--- src/hw/rtl/wfsa_pkg.sv ---
// Shared types and constants for the weighted fair share allocator.
// No dependencies; every other file in hw/rtl except wfsa_ram uses this package.
package wfsa_pkg;

    // Fixed field widths of the item and result channels.
    localparam int WEIGHT_W    = 14;
    localparam int FIELD_AMT_W = 48;
    localparam int OUT_IDX_W   = 4;

    // One datapath operation per cycle, issued by the controller.
    typedef enum logic [4:0] {
        OP_NONE,
        OP_LOAD,
        OP_SORT_INIT,
        OP_RD_ORD_I,
        OP_RD_ORD_JM1,
        OP_LAT_KEY_IDX,
        OP_LAT_KEY_DAT,
        OP_LAT_PREV_IDX,
        OP_CMP_SORT,
        OP_SHIFT,
        OP_PLACE,
        OP_WALK_INIT,
        OP_LAT_B_IDX,
        OP_CMP_WALK,
        OP_TAKE,
        OP_DIV,
        OP_FILL_WR,
        OP_OUT_INIT,
        OP_RD_SHARE,
        OP_OUT_LAT,
        OP_NEXT_OUT,
        OP_CLEAR
    } dp_op_t;

    // Operation of the multiply/divide unit.
    typedef enum logic {
        MDU_CMP,
        MDU_DIV
    } mdu_op_t;

    // Status flags returned from the datapath to the controller.
    typedef struct packed {
        logic i_at_n;
        logic j_zero;
        logic last_out;
        logic mdu_done;
        logic mdu_ge;
    } dp_status_t;

endpackage

--- src/hw/rtl/wfsa_ctrl.sv ---
// Controller: sequences loading, insertion sort, water filling and output.
// Depends on wfsa_pkg for the command and status types.
module wfsa_ctrl (
    input  logic                 clk,
    input  logic                 rst_n,
    input  logic                 in_valid,
    input  logic                 in_last,
    output logic                 in_ready,
    output logic                 out_valid,
    input  logic                 out_ready,
    output wfsa_pkg::dp_op_t     op,
    input  wfsa_pkg::dp_status_t status
);
    import wfsa_pkg::*;

    typedef enum logic [4:0] {
        S_IDLE,
        S_SORT_INIT,
        S_SORT_TOP,
        S_KEY_IDX,
        S_KEY_DAT,
        S_INNER,
        S_PREV_IDX,
        S_PREV_CMP,
        S_PREV_WAIT,
        S_PLACE,
        S_WALK_INIT,
        S_WALK_TOP,
        S_WALK_IDX,
        S_WALK_CMP,
        S_WALK_WAIT,
        S_FILL_TOP,
        S_FILL_IDX,
        S_FILL_DIV,
        S_FILL_WAIT,
        S_OUT_INIT,
        S_OUT_RD,
        S_OUT_LAT,
        S_OUT_HOLD
    } state_t;

    state_t state_reg, state_next;
    logic   out_valid_reg, out_valid_next;
    logic   in_fire;

    assign in_ready = (state_reg == S_IDLE);
    assign in_fire  = in_valid && in_ready;

    // Next state and datapath command.
    always_comb
    begin
        state_next     = state_reg;
        out_valid_next = out_valid_reg;
        op             = OP_NONE;
        case (state_reg)
            S_IDLE:
            begin
                if (in_fire)
                begin
                    op = OP_LOAD;
                    if (in_last)
                    begin
                        state_next = S_SORT_INIT;
                    end
                end
            end
            S_SORT_INIT:
            begin
                op         = OP_SORT_INIT;
                state_next = S_SORT_TOP;
            end
            S_SORT_TOP:
            begin
                op         = OP_RD_ORD_I;
                state_next = status.i_at_n ? S_WALK_INIT : S_KEY_IDX;
            end
            S_KEY_IDX:
            begin
                op         = OP_LAT_KEY_IDX;
                state_next = S_KEY_DAT;
            end
            S_KEY_DAT:
            begin
                op         = OP_LAT_KEY_DAT;
                state_next = S_INNER;
            end
            S_INNER:
            begin
                op         = OP_RD_ORD_JM1;
                state_next = status.j_zero ? S_PLACE : S_PREV_IDX;
            end
            S_PREV_IDX:
            begin
                op         = OP_LAT_PREV_IDX;
                state_next = S_PREV_CMP;
            end
            S_PREV_CMP:
            begin
                op         = OP_CMP_SORT;
                state_next = S_PREV_WAIT;
            end
            S_PREV_WAIT:
            begin
                if (status.mdu_done)
                begin
                    if (status.mdu_ge)
                    begin
                        state_next = S_PLACE;
                    end
                    else
                    begin
                        op         = OP_SHIFT;
                        state_next = S_INNER;
                    end
                end
            end
            S_PLACE:
            begin
                op         = OP_PLACE;
                state_next = S_SORT_TOP;
            end
            S_WALK_INIT:
            begin
                op         = OP_WALK_INIT;
                state_next = S_WALK_TOP;
            end
            S_WALK_TOP:
            begin
                op         = OP_RD_ORD_I;
                state_next = status.i_at_n ? S_OUT_INIT : S_WALK_IDX;
            end
            S_WALK_IDX:
            begin
                op         = OP_LAT_B_IDX;
                state_next = S_WALK_CMP;
            end
            S_WALK_CMP:
            begin
                op         = OP_CMP_WALK;
                state_next = S_WALK_WAIT;
            end
            S_WALK_WAIT:
            begin
                if (status.mdu_done)
                begin
                    if (status.mdu_ge)
                    begin
                        state_next = S_FILL_TOP;
                    end
                    else
                    begin
                        op         = OP_TAKE;
                        state_next = S_WALK_TOP;
                    end
                end
            end
            S_FILL_TOP:
            begin
                op         = OP_RD_ORD_I;
                state_next = status.i_at_n ? S_OUT_INIT : S_FILL_IDX;
            end
            S_FILL_IDX:
            begin
                op         = OP_LAT_B_IDX;
                state_next = S_FILL_DIV;
            end
            S_FILL_DIV:
            begin
                op         = OP_DIV;
                state_next = S_FILL_WAIT;
            end
            S_FILL_WAIT:
            begin
                if (status.mdu_done)
                begin
                    op         = OP_FILL_WR;
                    state_next = S_FILL_TOP;
                end
            end
            S_OUT_INIT:
            begin
                op         = OP_OUT_INIT;
                state_next = S_OUT_RD;
            end
            S_OUT_RD:
            begin
                op         = OP_RD_SHARE;
                state_next = S_OUT_LAT;
            end
            S_OUT_LAT:
            begin
                op             = OP_OUT_LAT;
                out_valid_next = 1'b1;
                state_next     = S_OUT_HOLD;
            end
            S_OUT_HOLD:
            begin
                if (out_ready)
                begin
                    out_valid_next = 1'b0;
                    if (status.last_out)
                    begin
                        op         = OP_CLEAR;
                        state_next = S_IDLE;
                    end
                    else
                    begin
                        op         = OP_NEXT_OUT;
                        state_next = S_OUT_RD;
                    end
                end
            end
            default:
            begin
                state_next = S_IDLE;
            end
        endcase
    end

    // State and registered output valid.
    always_ff @(posedge clk or negedge rst_n)
    begin
        if (!rst_n)
        begin
            state_reg     <= S_IDLE;
            out_valid_reg <= 1'b0;
        end
        else
        begin
            state_reg     <= state_next;
            out_valid_reg <= out_valid_next;
        end
    end

    assign out_valid = out_valid_reg;

endmodule

--- config.mk ---
export PLATFORM = sky130hd
export DESIGN_NAME = wfsa_ctrl
export DESIGN_NICKNAME = d
export VERILOG_FILES = /design/src/hw/rtl/wfsa_pkg.sv /design/src/hw/rtl/wfsa_ctrl.sv
export SDC_FILE = /design/constraint.sdc
export NUM_CORES = 1
export LEC_CHECK = 0
export ABC_CLOCK_PERIOD_IN_PS = 1700
export CAP_MARGIN = 5
export CORE_MARGIN = 8
export CORE_UTILIZATION = 31
export CTS_BUF_LIST = sky130_fd_sc_hd__clkbuf_8
export CTS_CLUSTER_DIAMETER = 40
export DETAILED_ROUTE_END_ITERATION = 7
export DONT_BUFFER_PORTS = 1
export PLACE_DENSITY = 0.44
export SETUP_SLACK_MARGIN = 0.5
export SLEW_MARGIN = 40
export SYNTH_ARGS = -nofsm -noshare
export SYNTH_HDL_FRONTEND = slang
export SYNTH_SLANG_ARGS = --single-unit
--- constraint.sdc ---
create_clock -name clk -period 1.7 [get_ports clk]
set_input_delay 0.34 -clock clk [delete_from_list [all_inputs] [get_ports clk]]
set_output_delay 0.34 -clock clk [all_outputs]
set_load 0.02 [all_outputs]
# Word-level counts from Yosys, hierarchy flattened
# Index checks and enable logic that the tools add are counted.
# W data, S select, Z words.
[classes]
muxes = 25
n_eq_ne = 28
n_reduce_logical = 8
[ops]
columns = ["op", "n"]
rows = [
  ["$pmux W5 S22", 1],
  ["$pmux W5 S20", 1],
  ["$mux W5", 10],
  ["$eq A5 B4 Y1 const B", 8],
  ["$eq A5 B5 Y1 const B", 7],
  ["$mux W4", 7],
  ["$eq A5 B3 Y1 const B", 4],
  ["$eq A5 B2 Y1 const B", 2],
  ["$ne A2 B2 Y1 const B", 5],
  ["$reduce_and A6 Y1", 1],
  ["$eq A5 B1 Y1 const B", 1],
  ["$logic_not A5 Y1", 1],
  ["$reduce_or A2 Y1", 2],
  ["$mux W1", 3],
  ["$mux W3", 1],
  ["$reduce_or A3 Y1", 1],
  ["$mux W2", 1],
  ["$ne A2 B1 Y1 const B", 1],
  ["$pmux W1 S2", 1],
  ["$reduce_and A2 Y1", 1],
  ["$reduce_bool A2 Y1", 1],
  ["$logic_and A1 B1 Y1", 1],
]
[word_totals]
in_bits = 10
regBits = 6
elab_cells = 63
out_inout_bits = 7

# Longest topological paths before layout
[logic_depth]
depth_word = 4
depth_mapped = 8
mapped_depth_nobuf = 5

# Least setup slack after synthesis
# Ideal clock, no wire load.
[synth_timing]
kind = "register to register"
start = "register state_reg[0]"
end = "register state_reg[0]"
setup_slack_ns = -0.572
n_path_buf = 1
required_time_ns = 1.579
stages_incl_launch_ff = 7
synth_period_minus_slack_ns = 2.272
setup_ns = 0.121
t_arrival_ns = 2.151
path_cell_list = "dfrtp_1 buf_2 nor2_1 nor4b_1 a221o_2 o21bai_2 and4b_1"
[synth_between]
elab_chain_len = 4
word_cells_on_any_way = 33
cone_classes = "28 x eq/ne; 1 x mux; 4 x reduce/logical"
[synth_lines]
columns = ["item", "line", "text"]
rows = [
  ["from (decl)", "wfsa_ctrl.sv:42", "state_t state_reg, state_next;"],
  ["from (signal assigned)", "wfsa_ctrl.sv:230", "state_reg <= state_next;"],
  ["$logic_not A5 Y1 (*)", "wfsa_ctrl.sv:46", "assign in_ready = (state_reg == S_IDLE);"],
  ["named net in_ready", "wfsa_ctrl.sv:8", "output logic in_ready,"],
  ["$logic_and A1 B1 Y1", "wfsa_ctrl.sv:47", "assign in_fire = in_valid && in_ready;"],
  ["$ne A2 B1 Y1 (no source line)", "-", ""],
  ["$reduce_and A6 Y1 (no source line)", "-", ""],
]
# The timed path passes the listed nets; every way through them passes the cells marked *.
# A chain may end at the register's enable or synchronous reset.

# Worst setup path in the final report
[layout_timing]
start = "register state_reg[3]"
end = "register state_reg[0]"
[layout_between]
elab_chain_len = 4
word_cells_on_any_way = 33
cone_classes = "28 x eq/ne; 1 x mux; 4 x reduce/logical"
[layout_lines]
columns = ["item"]
rows = [
  ["parallel branches: the longest is 4 deep, another holds $pmux W5 S22"],
]
# Several ways; the timed one is not identified.

==> flow_summary_export.csv <==
group,metric,value,unit
status,status,"complete, but fails checks",
status,violations,"negative setup slack",
layout,final_layout_size_suffix_gt1_share,51.9,%
synthesis,syn_nets,148,
pwr,power_frac_clock,5.6,%
critical_path,arrival,2000,ps
global_route,grt_pass1_wl,6.09,mm
min_path,holdCritStartpoint,"status[1]",
layout,mostFrequentLayoutCells,"36 x buf_4, 13 x buf_6, 10 x nor2_1, 8 x nand2_1, 8 x a21oi_1",
timing,fin_crit_sh,111,%
timing,tns,-1290,ps
timing,grt_setup_unrepaired,"yes",
routing,drt-met1-wl,1.55,mm
timing,max_freq,0.529,GHz
clock_network,htree_levels,1,
critical_path,critPathKind,"flop to flop",
synthesis,yosysTopAreaCell,"dfrtp_1",
layout,area_growth,74.6,%
synthesis,ys_seq_area_share,15.9,%
clock_network,path_clk_slew,40,ps
routing,drtAntennaViolNets,0,
pwr,peakVddDrop,1.04,mV
synthesis,yosysUniqueCellTypes,49,
critical_path,timing.rr.start,"state_reg[3]$_DFFE_PN0P_",
die,die_h,71.2,um
critical_path,startpoint_type,"flop",
synthesis,async_flop_share,100,%
global_route,grt_max_degree,12,
timing,worst_slack,-191,ps
routing,drt-wirelength-per-cell,19.4,um
layout,multi_input_area,932,um2
clock_network,clock_sinks,6,
pwr,p_sw,1.89,mW
global_route,antenna_found_initial,0,
die,io_pins,17,
routing,met3_length,303,um
timing,setup_viol,11,
routing,highest_layer,"met4",
global_route,grt_pass1_vias,1260,
pwr,switching_share,48.5,%
synthesis,synth_edf_count,0,
run,maxCapViolations,0,
die,initial_utilization,31.7,%
routing,met2_length,2.08,mm
timing,finalClockSkew,1.19,ps
placed_design,placed_cell_area,1240,um2
layout,diodes,0,
layout,design_area,1650,um2
global_route,grt_overflow,0,
timing,tightestPinTransition,404,ps
die,die_x,71.2,um
critical_path,startpoint,"state_reg[3]$_DFFE_PN0P_",
timing,hold_violations,0,
timing,final-max-slew-violation-count,0,
pwr,intPower,2.01,mW
routing,drt_iter0_markers,95,
layout,seq_area,155,um2
synthesis,ys_ff_latch,6,
pwr,power.share.combinational,86.1,%
critical_path,path_buf_inv,1,
routing,vias,1346,
critical_path,cp_slowest_stage_delay,450,ps
die,die_area,5070,um2
timing,min_period,1890,ps
pwr,p_seq_share,8.3,%
synthesis,synth_cells,138,
routing,drt_first_pass_iters,4,
placed_design,dp_slack,-85.7,ps
critical_path,cp_data_required_time,1810,ps
die,rows,20,
pwr,cellLeakagePower,0.656,nW
die,core,2980,um2
layout,largest_register_ffs,5,
synthesis,synthTopCellsByArea,"dfrtp_1 16%, a21oi_1 6.4%, nor2_1 5.2%",
synthesis,synth.avg_cell_area,6.85,um2
critical_path,cp_top_family,"simple AND/OR/NAND/NOR gates",
timing,holdWs,317,ps
critical_path,slowest_stage,"or4b_4",
layout,fin_nets,192,
synthesis,synthFlopType,"dfrtp_1",
routing,drc,0,
clock_network,cts-root-buf,"clkbuf_8",
layout,final_common_cell,"buf_4",
clock_network,clk_path_buf_depth,2,
global_route,grtUsageTotal,14.8,%
routing,vias_per_cell,6.29,
synthesis,ys_warn_count,0,
min_path,hold_class,"input port to flop",
critical_path,cp-end-kind,"flop",
routing,routed_wl,4.16,mm
clock_network,cts_tree,"yes",
critical_path,critical_path_peak_fanout,5,
placed_design,dp_hpwl,2.82,mm
pwr,powerDensity,2370,nW/um2
placed_design,io_buffer_count,0,
timing,maxSlewHeadroom,72.9,%
clock_network,clock_latency,220,ps
synthesis,synth_top_area_share,15.9,%
clock_network,numCtsBuffers,3,
layout,nFillCells,260,
critical_path,cp_cell_sequence,"buf_6 -> or4b_4 -> a311oi_2 -> a221o_2 -> o21bai_4 -> and4b_1",
placed_design,gp_congestion,0.919,
synthesis,syn_area,945,um2
[synth_stat cells, drive strengths merged, types with 2 or more instances]
cell type  count
a21oi         12
a311oi         2
a31oi          5
and2           2
buf           10
clkbuf         4
dfrtp          6
inv            3
mux2i          2
nand2         12
nand2b         6
nand3          3
nand4          2
nand4b         2
nor2          13
nor2b          4
nor3           3
nor3b          2
o21ai         13
o21bai         2
o22ai          6
o32a           2
xnor2          2
[through the flow]
stage | util (%) | power, mW | cells
after detailed placement | 41.6 | 2.74 | 191
final | 55.4 | 3.90 | 214
after CTS | 46.3 | 3.16 | 202
after floorplan | - | 2.11 | 138
after global routing | 55.4 | 4.13 | 214
after global placement | 41.6 | 2.76 | 191
[path summary, 6_finish.rpt]
kind / end / slack [ps] / depth (start not counted)
worst min-delay path: state_reg[3]$_DFFE_PN0P_ / 320 / 2
worst max-delay path: state_reg[0]$_DFFE_PN0P_ / -190 / 6
min in group asynchronous: state_reg[4]$_DFFE_PN0P_ / 430 / 1
worst min register to register: out_valid$_DFFE_PN0P_ / 670 / 2
max in group asynchronous: state_reg[0]$_DFFE_PN0P_ / 1030 / 1
worst max register to register: state_reg[0]$_DFFE_PN0P_ / -190 / 6
[logic make-up after synthesis]
logic type	share of synthesized area (%)
flip-flops	15.9
buffers and inverters	7.95
multiplexers	2.12
AO/OA/AOI/OAI	39.5
XOR/XNOR	1.85
AND/OR/NAND/NOR	32.7
[what timing repair did]
item / 4_1_cts / 5_1_grt
endpoints found under the hold margin: 6 / 0
setup endpoints to repair: 12 / 12
gates cloned: 0 / 1
pin swaps: 7 / 14
gates resized for setup: 10 / 40
hold buffers: 1 / 0
buffers inserted: 6 / 11
[power groups by stage]
stage               clock network [mW]  logic [mW]  registers [mW]
detailed placement                   0        2.44           0.298
CTS                              0.223        2.65           0.293
global placement                     0        2.46           0.300
global route                     0.232        3.56           0.331
finish                           0.218        3.36           0.323
floorplan                            0        1.85           0.267
[cell type report]
| class | instances | area share [%] |
|---|---|---|
| multi-input combinational | 115 | 56.5 |
| timing repair buffer | 53 | 28.0 |
| sequential | 6 | 9.41 |
| clock buffer | 3 | 2.50 |
| tap | 33 | 2.50 |
| inverter | 3 | 0.835 |
| clock inverter | 1 | 0.228 |
[layer usage]
metal,global-route usage (%),vias to the layer above
met5,0,-
met1,17.7,621
met4,8.55,0
met3,1.41,28
met2,24.9,82
li1,-,615
[worst register-to-register path, cell delays in order, from the launching register on]
cell      delay, ps
dfrtp_2         430
buf_6           120
or4b_4          450
a311oi_2        250
a221o_2         180
o21bai_4        140
and4b_1         200
No activity file was read; power rests on OpenSTA's default activity.
